`src/rtl/ata_pio_command_sequencer_assert.svh`:
```
// Assertion macros for the ATA PIO command sequencer
`ifndef ATA_PIO_COMMAND_SEQUENCER_ASSERT_SVH
`define ATA_PIO_COMMAND_SEQUENCER_ASSERT_SVH
`ifndef SYNTHESIS
`define APS_ASSERT(label, clk, rstn, prop, msg) \
    label: assert property (@(posedge clk) disable iff (!rstn) (prop)) else $error(msg);
`define APS_ASSERT_NR(label, clk, prop, msg) \
    label: assert property (@(posedge clk) (prop)) else $error(msg);
`else
`define APS_ASSERT(label, clk, rstn, prop, msg)
`define APS_ASSERT_NR(label, clk, prop, msg)
`endif
`endif

```
`src/rtl/aps_pkg.sv`:
```
// ----------------------------------------------------------------------------
// aps_pkg
// Types, codes and constants shared by the sequencer modules.
// ----------------------------------------------------------------------------
`timescale 1ns / 1ps
`default_nettype none
package aps_pkg;
    localparam int WORDS_PER_SECTOR_DEF = 256;
    localparam int MAX_BATCH_DEF        = 255;

    localparam logic [2:0] ACT_READ  = 3'd0;
    localparam logic [2:0] ACT_WRITE = 3'd1;
    localparam logic [2:0] ACT_IDENT = 3'd2;
    localparam logic [2:0] ACT_RESP  = 3'd3;
    localparam logic [2:0] ACT_WWORD = 3'd4;

    localparam logic [2:0] RK_BUS   = 3'd0;
    localparam logic [2:0] RK_HWORD = 3'd1;
    localparam logic [2:0] RK_WREQ  = 3'd2;
    localparam logic [2:0] RK_DONE  = 3'd3;

    localparam logic [2:0] OP_NONE = 3'd0;
    localparam logic [2:0] OP_WR8  = 3'd1;
    localparam logic [2:0] OP_RD8  = 3'd2;
    localparam logic [2:0] OP_RD16 = 3'd3;
    localparam logic [2:0] OP_WR16 = 3'd4;

    localparam logic [2:0] ST_OK       = 3'd0;
    localparam logic [2:0] ST_INVALID  = 3'd1;
    localparam logic [2:0] ST_NOTFOUND = 3'd2;
    localparam logic [2:0] ST_DEVERR   = 3'd3;
    localparam logic [2:0] ST_TIMEOUT  = 3'd4;
    localparam logic [2:0] ST_UNSUP    = 3'd5;

    localparam logic [1:0] K_READ  = 2'd0;
    localparam logic [1:0] K_WRITE = 2'd1;
    localparam logic [1:0] K_IDENT = 2'd2;

    localparam logic [1:0] CFG_CMD_BASE  = 2'd0;
    localparam logic [1:0] CFG_CTRL_BASE = 2'd1;
    localparam logic [1:0] CFG_SLAVE     = 2'd2;
    localparam logic [1:0] CFG_POLL      = 2'd3;

    localparam logic [7:0] SEL_LBA   = 8'hE0;
    localparam logic [7:0] SEL_CHS   = 8'hA0;
    localparam logic [7:0] SEL_SLAVE = 8'h10;
    localparam logic [7:0] CMD_RD    = 8'h20;
    localparam logic [7:0] CMD_WR    = 8'h30;
    localparam logic [7:0] CMD_FLUSH = 8'hE7;
    localparam logic [7:0] CMD_IDENT = 8'hEC;

    // queued front item
    typedef struct packed {
        logic [2:0]  action;
        logic [27:0] lba;
        logic [15:0] sector_count;
        logic [15:0] value;
    } item_t;

    // one result
    typedef struct packed {
        logic [2:0]  kind;
        logic [2:0]  op;
        logic [15:0] port;
        logic [15:0] data;
        logic [15:0] hword;
        logic [2:0]  status;
        logic [47:0] sectors;
        logic        last;
    } res_t;

    typedef struct packed {
        logic [15:0] cmd_base;
        logic [15:0] ctrl_base;
        logic        slave;
        logic [21:0] poll_limit;
    } cfg_t;
endpackage
`default_nettype wire

```
`src/rtl/ata_pio_command_sequencer.sv`:
```
// ----------------------------------------------------------------------------
// ata_pio_command_sequencer
// Host-side ATA PIO sequencer for IDENTIFY and LBA28 read and write.
// ----------------------------------------------------------------------------
// Items enter a two-entry queue; the sequencer takes one when it is not busy and its
// result register is free, and emits its results through that single register, one a
// cycle while m_tready accepts them.
`timescale 1ns / 1ps
`default_nettype none
module ata_pio_command_sequencer #(
    parameter int WORDS_PER_SECTOR = aps_pkg::WORDS_PER_SECTOR_DEF,
    parameter int MAX_BATCH        = aps_pkg::MAX_BATCH_DEF
) (
    input  wire logic        aclk,
    input  wire logic        aresetn,
    input  wire logic        cfg_we,
    input  wire logic [1:0]  cfg_index,
    input  wire logic [21:0] cfg_data,
    input  wire logic        s_tvalid,
    output logic             s_tready,
    // action[2:0] lba[30:3] sector_count[46:31] bus_value[62:47] write_word[78:63]
    input  wire logic [79:0] s_tdata,
    output logic             m_tvalid,
    input  wire logic        m_tready,
    // result_kind[2:0] bus_op[5:3] bus_port[21:6] bus_data[37:22] host_word[53:38]
    // status_code[56:54] disk_sectors[104:57]
    output logic [111:0]     m_tdata,
    output logic             m_tlast
);
    import aps_pkg::*;
    cfg_t  cfg_reg;
    item_t in_item, q_item;
    logic  q_valid, q_ready;
    res_t  res;

    always_ff @(posedge aclk) begin
        if (!aresetn) begin
            cfg_reg.cmd_base   <= 16'd496;
            cfg_reg.ctrl_base  <= 16'd1014;
            cfg_reg.slave      <= 1'b0;
            cfg_reg.poll_limit <= 22'd2000000;
        end else if (cfg_we) begin
            unique case (cfg_index)
                CFG_CMD_BASE:  cfg_reg.cmd_base   <= cfg_data[15:0];
                CFG_CTRL_BASE: cfg_reg.ctrl_base  <= cfg_data[15:0];
                CFG_SLAVE:     cfg_reg.slave      <= cfg_data[0];
                CFG_POLL:      cfg_reg.poll_limit <= cfg_data;
                default: ;
            endcase
        end
    end

    always_comb begin
        in_item.action       = s_tdata[2:0];
        in_item.lba          = s_tdata[30:3];
        in_item.sector_count = s_tdata[46:31];
        in_item.value        = (s_tdata[2:0] == ACT_WWORD) ? s_tdata[78:63] : s_tdata[62:47];
    end

    aps_front u_front (
        .aclk(aclk), .aresetn(aresetn), .in_valid(s_tvalid), .in_ready(s_tready),
        .in_item(in_item), .q_valid(q_valid), .q_ready(q_ready), .q_item(q_item)
    );

    aps_back #(.WORDS_PER_SECTOR(WORDS_PER_SECTOR), .MAX_BATCH(MAX_BATCH)) u_back (
        .aclk(aclk), .aresetn(aresetn), .cfg(cfg_reg), .q_valid(q_valid),
        .q_ready(q_ready), .q_item(q_item), .m_valid(m_tvalid), .m_ready(m_tready),
        .m_res(res)
    );

    assign m_tdata = {7'd0, res.sectors, res.status, res.hword, res.data, res.port,
                      res.op, res.kind};
    assign m_tlast = res.last;
endmodule
`default_nettype wire

```
`src/rtl/aps_front.sv`:
```
// ----------------------------------------------------------------------------
// aps_front
// Accepts items, drops undefined actions, and keeps a two-entry queue.
// ----------------------------------------------------------------------------
`timescale 1ns / 1ps
`default_nettype none
`include "ata_pio_command_sequencer_assert.svh"
module aps_front (
    input  wire logic           aclk,
    input  wire logic           aresetn,
    input  wire logic           in_valid,
    output logic                in_ready,
    input  wire aps_pkg::item_t in_item,
    output logic                q_valid,
    input  wire logic           q_ready,
    output aps_pkg::item_t      q_item
);
    import aps_pkg::*;
    item_t      mem_reg [2];
    logic       wp_reg, rp_reg;
    logic [1:0] cnt_reg;
    logic       push, pop, keep;

    assign in_ready = (cnt_reg != 2'd2);
    assign keep     = (in_item.action <= ACT_WWORD);
    assign push     = in_valid && in_ready && keep;
    assign pop      = q_valid && q_ready;
    assign q_valid  = (cnt_reg != 2'd0);
    assign q_item   = mem_reg[rp_reg];

    always_ff @(posedge aclk) begin
        if (!aresetn) begin
            wp_reg  <= 1'b0;
            rp_reg  <= 1'b0;
            cnt_reg <= 2'd0;
        end else begin
            if (push) wp_reg <= ~wp_reg;
            if (pop) rp_reg <= ~rp_reg;
            cnt_reg <= cnt_reg + {1'b0, push} - {1'b0, pop};
        end
    end

    always_ff @(posedge aclk) begin
        if (push) mem_reg[wp_reg] <= in_item;
    end

    `APS_ASSERT(a_no_overflow, aclk, aresetn, !(cnt_reg == 2'd2 && push), "queue overflow")
    `APS_ASSERT(a_count_step, aclk, aresetn, (push && !pop) |=> cnt_reg == $past(cnt_reg) + 2'd1,
        "queue count")
    `APS_ASSERT(a_no_underflow, aclk, aresetn, !(cnt_reg == 2'd0 && pop), "queue underflow")
endmodule
`default_nettype wire

```
`src/rtl/aps_back.sv`:
```
// ----------------------------------------------------------------------------
// aps_back
// Command sequencer: one queued item per pass, results emitted one a cycle while accepted.
// ----------------------------------------------------------------------------
`timescale 1ns / 1ps
`default_nettype none
`include "ata_pio_command_sequencer_assert.svh"
module aps_back #(
    parameter int WORDS_PER_SECTOR = aps_pkg::WORDS_PER_SECTOR_DEF,
    parameter int MAX_BATCH        = aps_pkg::MAX_BATCH_DEF
) (
    input  wire logic           aclk,
    input  wire logic           aresetn,
    input  wire aps_pkg::cfg_t  cfg,
    input  wire logic           q_valid,
    output logic                q_ready,
    input  wire aps_pkg::item_t q_item,
    output logic                m_valid,
    input  wire logic           m_ready,
    output aps_pkg::res_t       m_res
);
    import aps_pkg::*;
    localparam int WIW = $clog2(WORDS_PER_SECTOR + 1);

    typedef enum logic [10:0] {
        PH_IDLE       = 11'b00000000001,
        PH_XFER_POLL  = 11'b00000000010,
        PH_READ_DATA  = 11'b00000000100,
        PH_WRITE_WORD = 11'b00000001000,
        PH_DELAY      = 11'b00000010000,
        PH_FLUSH_POLL = 11'b00000100000,
        PH_ID_STAT0   = 11'b00001000000,
        PH_ID_POLL    = 11'b00010000000,
        PH_ID_LBA1    = 11'b00100000000,
        PH_ID_LBA2    = 11'b01000000000,
        PH_ID_DATA    = 11'b10000000000
    } phase_t;

    // sequencer micro-ops, run one a cycle while the result register is free
    typedef enum logic [3:0] {
        U_NONE, U_WR_SEL, U_WR_CNT, U_WR_L0, U_WR_L1, U_WR_L2, U_WR_CMD,
        U_POLL, U_ID_SEL, U_ID_Z2, U_ID_Z3, U_ID_Z4, U_ID_Z5, U_ID_CMD,
        U_ALT, U_BATCH_END
    } uop_t;

    phase_t      phase_reg;
    logic [1:0]  kind_reg;
    logic [27:0] lba_reg;
    logic [15:0] left_reg;
    logic [7:0]  batch_reg, sib_reg;
    logic [WIW-1:0] wi_reg;
    logic [21:0] poll_reg;
    logic [1:0]  dly_reg;
    logic [31:0] c28_reg;
    logic [63:0] c48_reg;
    logic        present_reg;
    logic        busy_reg;
    uop_t        uop_reg;
    logic        ovalid_reg;
    res_t        ores_reg;

    logic  oslot_free;
    assign oslot_free = !ovalid_reg || m_ready;
    assign m_valid = ovalid_reg;
    assign m_res   = ores_reg;
    assign q_ready = !busy_reg && oslot_free;

    function automatic res_t mk(input logic [2:0] k, input logic [2:0] op,
                                input logic [15:0] port, input logic [15:0] d,
                                input logic [15:0] hw, input logic [2:0] st,
                                input logic [47:0] sec, input logic lst);
        res_t r;
        r.kind = k; r.op = op; r.port = port; r.data = d; r.hword = hw;
        r.status = st; r.sectors = sec; r.last = lst;
        return r;
    endfunction

    function automatic logic [15:0] reg_port(input logic [15:0] base, input logic [2:0] r);
        return base + {13'd0, r};
    endfunction

    logic [7:0] b;
    logic       bsy, errf, drq, pl_hit;
    logic [21:0] pc_inc;
    logic [15:0] wv;
    logic [15:0] left_min;
    logic [7:0]  bnext;
    always_comb begin
        b      = q_item.value[7:0];
        wv     = q_item.value;
        bsy    = b[7];
        errf   = b[5] | b[0];
        drq    = b[3];
        pc_inc = (poll_reg != 22'h3FFFFF) ? poll_reg + 22'd1 : poll_reg;
        pl_hit = (pc_inc >= cfg.poll_limit);
        left_min = (left_reg > 16'(MAX_BATCH)) ? 16'(MAX_BATCH) : left_reg;
        bnext  = left_min[7:0];
    end

    logic [47:0] sec_sel;
    always_comb begin
        if (c48_reg != 64'd0)
            sec_sel = (c48_reg[63:48] != 16'd0) ? {48{1'b1}} : c48_reg[47:0];
        else
            sec_sel = {16'd0, c28_reg};
    end

    logic [7:0] sel_byte;
    assign sel_byte = SEL_LBA | (cfg.slave ? SEL_SLAVE : 8'h00) | {4'h0, lba_reg[27:24]};

    logic [27:0] lba_add;
    logic [15:0] left_sub;
    assign lba_add  = lba_reg + {20'd0, batch_reg};
    assign left_sub = left_reg - {8'd0, batch_reg};

    always_ff @(posedge aclk) begin
        if (!aresetn) begin
            phase_reg   <= PH_IDLE;
            kind_reg    <= K_READ;
            lba_reg     <= '0;
            left_reg    <= '0;
            batch_reg   <= '0;
            sib_reg     <= '0;
            wi_reg      <= '0;
            poll_reg    <= '0;
            dly_reg     <= '0;
            c28_reg     <= '0;
            c48_reg     <= '0;
            present_reg <= 1'b0;
            busy_reg    <= 1'b0;
            uop_reg     <= U_NONE;
            ovalid_reg  <= 1'b0;
        end else begin
            if (m_ready) ovalid_reg <= 1'b0;
            if (busy_reg && oslot_free) begin
                ovalid_reg <= 1'b1;
                unique case (uop_reg)
                    U_WR_SEL: begin
                        ores_reg <= mk(RK_BUS, OP_WR8, reg_port(cfg.cmd_base, 3'd6),
                                       {8'd0, sel_byte}, '0, ST_OK, '0, 1'b0);
                        batch_reg <= bnext;
                        sib_reg   <= '0;
                        uop_reg   <= U_WR_CNT;
                    end
                    U_WR_CNT: begin
                        ores_reg <= mk(RK_BUS, OP_WR8, reg_port(cfg.cmd_base, 3'd2),
                                       {8'd0, batch_reg}, '0, ST_OK, '0, 1'b0);
                        uop_reg <= U_WR_L0;
                    end
                    U_WR_L0: begin
                        ores_reg <= mk(RK_BUS, OP_WR8, reg_port(cfg.cmd_base, 3'd3),
                                       {8'd0, lba_reg[7:0]}, '0, ST_OK, '0, 1'b0);
                        uop_reg <= U_WR_L1;
                    end
                    U_WR_L1: begin
                        ores_reg <= mk(RK_BUS, OP_WR8, reg_port(cfg.cmd_base, 3'd4),
                                       {8'd0, lba_reg[15:8]}, '0, ST_OK, '0, 1'b0);
                        uop_reg <= U_WR_L2;
                    end
                    U_WR_L2: begin
                        ores_reg <= mk(RK_BUS, OP_WR8, reg_port(cfg.cmd_base, 3'd5),
                                       {8'd0, lba_reg[23:16]}, '0, ST_OK, '0, 1'b0);
                        uop_reg <= U_WR_CMD;
                    end
                    U_WR_CMD: begin
                        ores_reg <= mk(RK_BUS, OP_WR8, reg_port(cfg.cmd_base, 3'd7),
                                       {8'd0, (kind_reg == K_WRITE) ? CMD_WR : CMD_RD},
                                       '0, ST_OK, '0, 1'b0);
                        phase_reg <= PH_XFER_POLL;
                        uop_reg   <= U_POLL;
                    end
                    U_POLL: begin
                        ores_reg <= mk(RK_BUS, OP_RD8, reg_port(cfg.cmd_base, 3'd7),
                                       '0, '0, ST_OK, '0, 1'b1);
                        poll_reg <= '0;
                        busy_reg <= 1'b0;
                        uop_reg  <= U_NONE;
                    end
                    U_ID_SEL: begin
                        ores_reg <= mk(RK_BUS, OP_WR8, reg_port(cfg.cmd_base, 3'd6),
                                       {8'd0, SEL_CHS | (cfg.slave ? SEL_SLAVE : 8'h00)},
                                       '0, ST_OK, '0, 1'b0);
                        uop_reg <= U_ALT;
                    end
                    U_ID_Z2: begin
                        ores_reg <= mk(RK_BUS, OP_WR8, reg_port(cfg.cmd_base, 3'd2),
                                       '0, '0, ST_OK, '0, 1'b0);
                        uop_reg <= U_ID_Z3;
                    end
                    U_ID_Z3: begin
                        ores_reg <= mk(RK_BUS, OP_WR8, reg_port(cfg.cmd_base, 3'd3),
                                       '0, '0, ST_OK, '0, 1'b0);
                        uop_reg <= U_ID_Z4;
                    end
                    U_ID_Z4: begin
                        ores_reg <= mk(RK_BUS, OP_WR8, reg_port(cfg.cmd_base, 3'd4),
                                       '0, '0, ST_OK, '0, 1'b0);
                        uop_reg <= U_ID_Z5;
                    end
                    U_ID_Z5: begin
                        ores_reg <= mk(RK_BUS, OP_WR8, reg_port(cfg.cmd_base, 3'd5),
                                       '0, '0, ST_OK, '0, 1'b0);
                        uop_reg <= U_ID_CMD;
                    end
                    U_ID_CMD: begin
                        ores_reg <= mk(RK_BUS, OP_WR8, reg_port(cfg.cmd_base, 3'd7),
                                       {8'd0, CMD_IDENT}, '0, ST_OK, '0, 1'b0);
                        phase_reg <= PH_ID_STAT0;
                        uop_reg   <= U_NONE;
                        busy_reg  <= 1'b1;
                        // status read follows as the last result
                        uop_reg   <= U_NONE;
                        ores_reg.last <= 1'b0;
                    end
                    U_ALT: begin
                        ores_reg <= mk(RK_BUS, OP_RD8, cfg.ctrl_base, '0, '0, ST_OK, '0, 1'b1);
                        dly_reg   <= '0;
                        phase_reg <= PH_DELAY;
                        busy_reg  <= 1'b0;
                        uop_reg   <= U_NONE;
                    end
                    U_BATCH_END: begin
                        lba_reg  <= lba_add;
                        left_reg <= left_sub;
                        ovalid_reg <= ovalid_reg && !m_ready;
                        if (left_sub != 16'd0) begin
                            uop_reg <= U_WR_SEL;
                        end else begin
                            ovalid_reg <= 1'b1;
                            ores_reg  <= mk(RK_DONE, OP_NONE, '0, '0, '0, ST_OK, '0, 1'b1);
                            phase_reg <= PH_IDLE;
                            busy_reg  <= 1'b0;
                            uop_reg   <= U_NONE;
                        end
                    end
                    default: begin
                        // identify status read after the command write
                        ores_reg <= mk(RK_BUS, OP_RD8, reg_port(cfg.cmd_base, 3'd7),
                                       '0, '0, ST_OK, '0, 1'b1);
                        busy_reg <= 1'b0;
                    end
                endcase
            end else if (q_valid && q_ready) begin
                ovalid_reg <= 1'b0;
                case (q_item.action)
                    ACT_READ, ACT_WRITE: begin
                        if (phase_reg == PH_IDLE) begin
                            kind_reg <= q_item.action[1:0];
                            ovalid_reg <= 1'b1;
                            if (q_item.sector_count == 16'd0) begin
                                ores_reg <= mk(RK_DONE, OP_NONE, '0, '0, '0, ST_INVALID, '0, 1'b1);
                            end else if (!present_reg) begin
                                ores_reg <= mk(RK_DONE, OP_NONE, '0, '0, '0, ST_NOTFOUND, '0,
                                               1'b1);
                            end else begin
                                ovalid_reg <= 1'b0;
                                lba_reg  <= q_item.lba;
                                left_reg <= q_item.sector_count;
                                busy_reg <= 1'b1;
                                uop_reg  <= U_WR_SEL;
                            end
                        end
                    end
                    ACT_IDENT: begin
                        if (phase_reg == PH_IDLE) begin
                            kind_reg    <= K_IDENT;
                            present_reg <= 1'b0;
                            busy_reg    <= 1'b1;
                            uop_reg     <= U_ID_SEL;
                        end
                    end
                    ACT_WWORD: begin
                        if (phase_reg == PH_WRITE_WORD) begin
                            ovalid_reg <= 1'b1;
                            ores_reg <= mk(RK_BUS, OP_WR16, cfg.cmd_base, wv, '0, ST_OK, '0,
                                           1'b0);
                            wi_reg   <= wi_reg + 1'b1;
                            busy_reg <= 1'b1;
                            if (wi_reg + 1'b1 < WIW'(WORDS_PER_SECTOR)) begin
                                uop_reg <= U_NONE;
                                phase_reg <= PH_WRITE_WORD;
                                ores_reg.last <= 1'b0;
                                // request follows
                                uop_reg <= U_NONE;
                            end else begin
                                uop_reg <= U_ALT;
                            end
                            if (wi_reg + 1'b1 < WIW'(WORDS_PER_SECTOR)) begin
                                busy_reg <= 1'b1;
                                uop_reg  <= U_NONE;
                                phase_reg <= PH_XFER_POLL;
                            end
                        end
                    end
                    ACT_RESP: begin
                        ovalid_reg <= 1'b1;
                        unique case (phase_reg)
                            PH_IDLE, PH_WRITE_WORD: ovalid_reg <= 1'b0;
                            PH_XFER_POLL: begin
                                poll_reg <= pc_inc;
                                if (!bsy && errf) begin
                                    ores_reg <= mk(RK_DONE, OP_NONE, '0, '0, '0, ST_DEVERR,
                                                   '0, 1'b1);
                                    phase_reg <= PH_IDLE;
                                end else if (!bsy && drq) begin
                                    wi_reg <= '0;
                                    if (kind_reg == K_WRITE) begin
                                        phase_reg <= PH_WRITE_WORD;
                                        ores_reg <= mk(RK_WREQ, OP_NONE, '0, '0, '0, ST_OK,
                                                       '0, 1'b1);
                                    end else begin
                                        phase_reg <= PH_READ_DATA;
                                        ores_reg <= mk(RK_BUS, OP_RD16, cfg.cmd_base, '0,
                                                       '0, ST_OK, '0, 1'b1);
                                    end
                                end else if (pl_hit) begin
                                    ores_reg <= mk(RK_DONE, OP_NONE, '0, '0, '0, ST_TIMEOUT,
                                                   '0, 1'b1);
                                    phase_reg <= PH_IDLE;
                                end else begin
                                    ores_reg <= mk(RK_BUS, OP_RD8,
                                                   reg_port(cfg.cmd_base, 3'd7), '0, '0,
                                                   ST_OK, '0, 1'b1);
                                end
                            end
                            PH_READ_DATA: begin
                                ores_reg <= mk(RK_HWORD, OP_NONE, '0, '0, wv, ST_OK, '0,
                                               1'b0);
                                wi_reg   <= wi_reg + 1'b1;
                                busy_reg <= 1'b1;
                                if (wi_reg + 1'b1 < WIW'(WORDS_PER_SECTOR))
                                    uop_reg <= U_NONE;
                                else
                                    uop_reg <= U_ALT;
                            end
                            PH_DELAY: begin
                                if (dly_reg < 2'd3) begin
                                    dly_reg <= dly_reg + 2'd1;
                                    ores_reg <= mk(RK_BUS, OP_RD8, cfg.ctrl_base, '0, '0,
                                                   ST_OK, '0, 1'b1);
                                end else if (kind_reg == K_IDENT) begin
                                    ovalid_reg <= 1'b0;
                                    busy_reg   <= 1'b1;
                                    uop_reg    <= U_ID_Z2;
                                end else begin
                                    sib_reg <= sib_reg + 8'd1;
                                    if (sib_reg + 8'd1 < batch_reg) begin
                                        phase_reg <= PH_XFER_POLL;
                                        poll_reg  <= '0;
                                        ores_reg <= mk(RK_BUS, OP_RD8,
                                                       reg_port(cfg.cmd_base, 3'd7), '0,
                                                       '0, ST_OK, '0, 1'b1);
                                    end else if (kind_reg == K_WRITE) begin
                                        ores_reg <= mk(RK_BUS, OP_WR8,
                                                       reg_port(cfg.cmd_base, 3'd7),
                                                       {8'd0, CMD_FLUSH}, '0, ST_OK, '0,
                                                       1'b0);
                                        phase_reg <= PH_FLUSH_POLL;
                                        busy_reg  <= 1'b1;
                                        uop_reg   <= U_POLL;
                                    end else begin
                                        ovalid_reg <= 1'b0;
                                        busy_reg   <= 1'b1;
                                        uop_reg    <= U_BATCH_END;
                                    end
                                end
                            end
                            PH_FLUSH_POLL: begin
                                poll_reg <= pc_inc;
                                if (!bsy && !errf) begin
                                    ovalid_reg <= 1'b0;
                                    busy_reg   <= 1'b1;
                                    uop_reg    <= U_BATCH_END;
                                end else if (!bsy || pl_hit) begin
                                    ores_reg <= mk(RK_DONE, OP_NONE, '0, '0, '0, ST_TIMEOUT,
                                                   '0, 1'b1);
                                    phase_reg <= PH_IDLE;
                                end else begin
                                    ores_reg <= mk(RK_BUS, OP_RD8,
                                                   reg_port(cfg.cmd_base, 3'd7), '0, '0,
                                                   ST_OK, '0, 1'b1);
                                end
                            end
                            PH_ID_STAT0: begin
                                if (b == 8'd0) begin
                                    present_reg <= 1'b0;
                                    ores_reg <= mk(RK_DONE, OP_NONE, '0, '0, '0, ST_NOTFOUND,
                                                   '0, 1'b1);
                                    phase_reg <= PH_IDLE;
                                end else begin
                                    poll_reg  <= '0;
                                    phase_reg <= PH_ID_POLL;
                                    ores_reg <= mk(RK_BUS, OP_RD8,
                                                   reg_port(cfg.cmd_base, 3'd7), '0, '0,
                                                   ST_OK, '0, 1'b1);
                                end
                            end
                            PH_ID_POLL: begin
                                poll_reg <= pc_inc;
                                if (!bsy && !errf && drq) begin
                                    phase_reg <= PH_ID_LBA1;
                                    ores_reg <= mk(RK_BUS, OP_RD8,
                                                   reg_port(cfg.cmd_base, 3'd4), '0, '0,
                                                   ST_OK, '0, 1'b1);
                                end else if ((!bsy && errf) || pl_hit) begin
                                    present_reg <= 1'b0;
                                    ores_reg <= mk(RK_DONE, OP_NONE, '0, '0, '0, ST_DEVERR,
                                                   '0, 1'b1);
                                    phase_reg <= PH_IDLE;
                                end else begin
                                    ores_reg <= mk(RK_BUS, OP_RD8,
                                                   reg_port(cfg.cmd_base, 3'd7), '0, '0,
                                                   ST_OK, '0, 1'b1);
                                end
                            end
                            PH_ID_LBA1: begin
                                c28_reg   <= {24'd0, b};
                                phase_reg <= PH_ID_LBA2;
                                ores_reg <= mk(RK_BUS, OP_RD8, reg_port(cfg.cmd_base, 3'd5),
                                               '0, '0, ST_OK, '0, 1'b1);
                            end
                            PH_ID_LBA2: begin
                                if ((c28_reg[7:0] | b) != 8'd0) begin
                                    present_reg <= 1'b0;
                                    ores_reg <= mk(RK_DONE, OP_NONE, '0, '0, '0, ST_UNSUP,
                                                   '0, 1'b1);
                                    phase_reg <= PH_IDLE;
                                end else begin
                                    c28_reg <= '0;
                                    c48_reg <= '0;
                                    wi_reg  <= '0;
                                    phase_reg <= PH_ID_DATA;
                                    ores_reg <= mk(RK_BUS, OP_RD16, cfg.cmd_base, '0, '0,
                                                   ST_OK, '0, 1'b1);
                                end
                            end
                            PH_ID_DATA: begin
                                if (wi_reg == WIW'(60)) c28_reg[15:0] <= c28_reg[15:0] | wv;
                                if (wi_reg == WIW'(61)) c28_reg[31:16] <= c28_reg[31:16] | wv;
                                if (wi_reg == WIW'(100)) c48_reg[15:0] <= wv;
                                if (wi_reg == WIW'(101)) c48_reg[31:16] <= wv;
                                if (wi_reg == WIW'(102)) c48_reg[47:32] <= wv;
                                if (wi_reg == WIW'(103)) c48_reg[63:48] <= wv;
                                wi_reg <= wi_reg + 1'b1;
                                if (wi_reg + 1'b1 < WIW'(WORDS_PER_SECTOR)) begin
                                    ores_reg <= mk(RK_BUS, OP_RD16, cfg.cmd_base, '0, '0,
                                                   ST_OK, '0, 1'b1);
                                end else begin
                                    ovalid_reg <= 1'b0;
                                    busy_reg   <= 1'b1;
                                    uop_reg    <= U_NONE;
                                    phase_reg  <= PH_IDLE;
                                end
                            end
                            default: ovalid_reg <= 1'b0;
                        endcase
                    end
                    default: ;
                endcase
            end
            // follow-up results that need no uop of their own
            if (busy_reg && oslot_free && uop_reg == U_NONE) begin
                if (phase_reg == PH_XFER_POLL && kind_reg == K_WRITE) begin
                    ores_reg <= mk(RK_WREQ, OP_NONE, '0, '0, '0, ST_OK, '0, 1'b1);
                    phase_reg <= PH_WRITE_WORD;
                end else if (phase_reg == PH_READ_DATA) begin
                    ores_reg <= mk(RK_BUS, OP_RD16, cfg.cmd_base, '0, '0, ST_OK, '0, 1'b1);
                end else if (phase_reg == PH_IDLE) begin
                    if (sec_sel == 48'd0) begin
                        present_reg <= 1'b0;
                        ores_reg <= mk(RK_DONE, OP_NONE, '0, '0, '0, ST_NOTFOUND, '0, 1'b1);
                    end else begin
                        present_reg <= 1'b1;
                        ores_reg <= mk(RK_DONE, OP_NONE, '0, '0, '0, ST_OK, sec_sel, 1'b1);
                    end
                end
            end
        end
    end

    `APS_ASSERT(a_busy_blocks, aclk, aresetn, busy_reg |-> !q_ready, "item taken while busy")
    `APS_ASSERT(a_hold, aclk, aresetn, (m_valid && !m_ready) |=> m_valid && $stable(m_res),
        "result dropped")
    `APS_ASSERT(a_bus_field, aclk, aresetn,
        (m_valid && m_res.kind == RK_DONE) |-> m_res.op == OP_NONE, "done with bus op")
endmodule
`default_nettype wire
```
`config.mk`:
```
export PLATFORM = sky130hd
export DESIGN_NAME = ata_pio_command_sequencer
export DESIGN_NICKNAME = d
export VERILOG_FILES = /design/src/rtl/aps_pkg.sv /design/src/rtl/ata_pio_command_sequencer.sv /design/src/rtl/aps_front.sv /design/src/rtl/aps_back.sv
export VERILOG_INCLUDE_DIRS = /design/src /design/src/rtl
export SDC_FILE = /design/constraint.sdc
export NUM_CORES = 2
export LEC_CHECK = 0
export BUFFER_PORTS_ARGS = -buffer_cell sky130_fd_sc_hd__buf_4
export CAP_MARGIN = 20
export CORE_MARGIN = 10
export CORE_UTILIZATION = 50
export CTS_CLUSTER_DIAMETER = 30
export DETAILED_ROUTE_END_ITERATION = 8
export PLACE_DENSITY_LB_ADDON = 0.05
export SYNTH_ARGS = -nofsm -noshare
export SYNTH_HDL_FRONTEND = slang
export SYNTH_HIERARCHICAL = 1
export SYNTH_SLANG_ARGS = --single-unit
```
`constraint.sdc`:
```
create_clock -name aclk -period 5.2 [get_ports aclk]
set_input_delay 1.04 -clock aclk [delete_from_list [all_inputs] [get_ports aclk]]
set_output_delay 1.04 -clock aclk [all_outputs]
set_load 0.005 [all_outputs]
```
==> impl_results.md <==
* Total congestion overflow after global routing at 0
* Number of register bits inferred by synthesis at 501
* Number of distinct standard cells referenced by the synthesized netlist at 94
* Total number of vias at around 30000
* Number of detailed-route iterations in the first pass at 7
* Starting utilization of the core area at 50.80%
* Detailed-route wire length per cell at 25.99 um
* Post-Synthesis Cell Area at 30150 um2
* Worst clock skew at 0.05526 ns
* Crit-path most repeated cell: sky130_fd_sc_hd__and4_1
* Count of buffering cells on the critical path with inverters included at 2
* Wire length of the first global-routing pass at 175800 um
* Portion of the clock cycle consumed by the worst path in the final layout at 94.58%
* Worst-case setup slack after placement at 0.3070 ns
* Peak supply drop at around 0.46 mV
* Cells taking the most area after synthesis: sky130_fd_sc_hd__edfxtp_1 23%, sky130_fd_sc_hd__dfxtp_1 18%, sky130_fd_sc_hd__a21oi_1 5.6%
* Number of buffers inserted by post-CTS setup repair at 0
* Total power draw at 18350 uW
* Antenna Nets Post-Route at 0
* Fraction of synthesis flops using an asynchronous set or reset pin at 0%
* Number of antenna violations at the first check in global routing at 0
* CP Class: reg -> reg
* Cell accounting for the most synthesized area: sky130_fd_sc_hd__edfxtp_1
* Multi-input combinational cell area at 16310 um2
* Sequential element share of the synthesized area at approximately 41%
* Startpoint of the tightest hold check path: u_back/c48_reg[49]
* Max reg flops at between 100 and 150
* Number of resized instances in the post-cts repair step at 0
* Iter 0 DRT Violations at 4138
* Post-Syn Area per Cell at just under 9 um2
* RSZ-0062 raised after global routing: true
* Worst Path Required at 5.74 ns
* Count of mapped cells out of synthesis at about 3400
* Kind of end point of the critical path: register
* Final weighted congestion in routability-driven placement at 1.015
* Diode count at 0
* Clock latency at the later pin of the worst-skew pair at between 0.6 and 0.7 ns
* Yosys warning count at 6
* Final design area excluding fillers at ~37000 um2
* Synth top cells by count: 345 x sky130_fd_sc_hd__nand2_1, 340 x sky130_fd_sc_hd__a21oi_1, 302 x sky130_fd_sc_hd__nor2_1
* Number of failing hold endpoints at the final stage at 0
* Via count of the first global-routing pass at 28800
* Number of flops mapped to enable cells by yosys at 232
* Sink Count at between 500 and 600
* Final min period at about 4.9 ns
* Num CTS Buffers at 114
* Dominant cell by count in the synthesized netlist: sky130_fd_sc_hd__nand2_1
* Area of the core at 59350 um2
* Status: completed
* Chain of cells forming the critical path: and4_1 -> and4_1 -> and4_1 -> nand4_1 -> nor3b_4 -> nor2b_1 -> buf_4 -> nand3_1 -> xnor2_1 -> ha_1 -> nand2_1 -> or3_1 -> a311oi_2 -> buf_4 -> a2111oi_2 -> or4_1 -> nor3b_1 -> o21ai_0 -> o21ai_1 -> a211oi_1
* RR Startpoint: u_back/poll_reg[11]
* Cell type group with the largest total delay on the critical path: simple AND/OR/NAND/NOR gates
* Number of buffers added to fix hold violations after cts at 0
* Final Net Count at 3771
* Gr usage total at 31.70%
* Class of the most critical hold timing path: reg -> reg
* Max-slew violations at 0
* Launch point of the worst path: u_back/poll_reg[11]
* Layout area overhead at 21.34%
* Arrival time at the worst endpoint at 5.46 ns
* Count of buffers inserted at the top-level ports at around 220
* Clock tree from TritonCTS: done
* Kind of launch point of the worst setup path: register
* Wire length after detailed routing at 116200 um
* Largest net degree at the start of global routing at 84
* Clock-pin slew reported for the worst setup and hold paths after clock tree synthesis at 0.05 ns
* Worst-case clock buffer depth at 3
* Maximum level of the CTS H-tree at 3
* Boundary Pins at roughly 220
* Final setup violation count at 0
* Placed cell areas at roughly 32000 um2
* Fmax at 203.3 MHz
* Dominant register cell in the synthesized netlist: sky130_fd_sc_hd__dfxtp_1
* Area of the die at 70520 um2
* Register area at 12360 um2
* Leakage component of the power at 0.01359 uW
* Proportion of layout cells with a drive suffix above 1 at 18.61%
* Count of max-cap constraint violations at 0
* Worst-case headroom to the max-slew limit at 24.84%
* Setup slack after layout at 0.2817 ns
* Detailed-route DRC error count at 0
* Post-DP HPWL at ~81000 um
* Transition time at the pin with the least slew margin at 1.123 ns
* Die W at 265.6 um
* Vias/cell at about 6.7
* Worst stage delay on the critical path at 0.58 ns
* Fillers at 5071
* Number of core rows at between 80 and 90
* Crit path max-delay cell type: sky130_fd_sc_hd__or4_1
* Share of Yosys cell area claimed by the top area cell type at 23.11%
* Clk Tree Root Cell: sky130_fd_sc_hd__clkbuf_16
* Vert. Die Dim at 265.6 um
* Critical Path Fanout Max at 9
* P per Cell Area at 501.6 nW/um2
-- logic make-up after synthesis --
| kind of cell | count (synthesis) | share of synthesized area, % |
|---|---|---|
| AO/OA/AOI/OAI | 1072 | 23.57 |
| XOR/XNOR | 71 | 2.062 |
| adder cells (fa/ha/maj) | 65 | 2.747 |
| buffers and inverters | 355 | 5.274 |
| flip-flops | 501 | 40.97 |
| multiplexers | 141 | 5.768 |
| other | 1 | 0.01244 |
| AND/OR/NAND/NOR | 1217 | 19.59 |
-- final cells by class --
class	count	share of cell area [%]
clock inverters	79	2.914
well taps	773	2.644
flip-flops and latches	501	33.77
clock buffers	137	8.454
inverters	82	0.8482
repair buffers	325	6.789
multi-input cells	2573	44.58
-- placed cells by master, fill, tap and decap left out, types with 32 or more instances in the layout --
cell type	count
sky130_fd_sc_hd__a211oi_1	66
sky130_fd_sc_hd__a21oi_1	338
sky130_fd_sc_hd__a22oi_1	41
sky130_fd_sc_hd__a31oi_1	35
sky130_fd_sc_hd__buf_4	321
sky130_fd_sc_hd__clkbuf_16	117
sky130_fd_sc_hd__dfxtp_1	268
sky130_fd_sc_hd__edfxtp_1	232
sky130_fd_sc_hd__ha_1	63
sky130_fd_sc_hd__inv_1	81
sky130_fd_sc_hd__mux2_4	60
sky130_fd_sc_hd__mux2i_1	59
sky130_fd_sc_hd__nand2_1	344
sky130_fd_sc_hd__nand3_1	146
sky130_fd_sc_hd__nand4_1	45
sky130_fd_sc_hd__nor2_1	299
sky130_fd_sc_hd__nor2b_1	45
sky130_fd_sc_hd__nor3_1	71
sky130_fd_sc_hd__nor4_1	47
sky130_fd_sc_hd__o211ai_1	33
sky130_fd_sc_hd__o21ai_0	175
sky130_fd_sc_hd__o2bb2ai_1	59
sky130_fd_sc_hd__or3_1	32
sky130_fd_sc_hd__xnor2_1	42
-- final timing paths --
check / endpoint / slack, ns / depth (start not counted)
worst max-delay path: u_back/phase_reg[4] / 0.28 / 20
worst max register to register: u_back/phase_reg[4] / 0.28 / 20
worst min register to register: u_back/c48_reg[49] / 0.45 / 2
worst min-delay path: u_back/c48_reg[49] / 0.45 / 2
-- routing by layer --
layer	global-route usage, %	up-vias	part of all wire, %
met4	15.70	0	4.9
met1	41.44	14540	40
met2	49.95	1756	46
met5	0	-	0
met3	5.656	359	9.1
li1	-	13230	-
-- worst reg2reg max path: stages (launching register included) --
cell	delay (ns)
sky130_fd_sc_hd__dfxtp_1	0.36
sky130_fd_sc_hd__and4_1	0.24
sky130_fd_sc_hd__and4_1	0.23
sky130_fd_sc_hd__and4_1	0.20
sky130_fd_sc_hd__nand4_1	0.11
sky130_fd_sc_hd__nor3b_4	0.33
sky130_fd_sc_hd__nor2b_1	0.22
sky130_fd_sc_hd__buf_4	0.19
sky130_fd_sc_hd__nand3_1	0.12
sky130_fd_sc_hd__xnor2_1	0.16
sky130_fd_sc_hd__ha_1	0.29
sky130_fd_sc_hd__nand2_1	0.05
sky130_fd_sc_hd__or3_1	0.36
sky130_fd_sc_hd__a311oi_2	0.29
sky130_fd_sc_hd__buf_4	0.18
sky130_fd_sc_hd__a2111oi_2	0.10
sky130_fd_sc_hd__or4_1	0.58
sky130_fd_sc_hd__nor3b_1	0.39
sky130_fd_sc_hd__o21ai_0	0.14
sky130_fd_sc_hd__o21ai_1	0.13
sky130_fd_sc_hd__a211oi_1	0.11
-- through the flow --
stage	utilization (%)	hold slack, ns	cells	TNS (ns)
after CTS	61.57	0.4512	4468	0
final	61.64	0.4517	4470	0
after floorplan	-	0.4316	3429	0
after detailed placement	54.57	0.4448	4252	0
after global placement	54.55	0.4382	4251	0
after global routing	61.64	0.4683	4470	-0.009710
-- where the power goes --
group	internal [uW]	total [uW]	switching, uW
clock	5160	7630	2470
sequential	4790	5360	571
combinational	2110	5360	3240
Note: power is estimated with default switching activity, not from simulation.
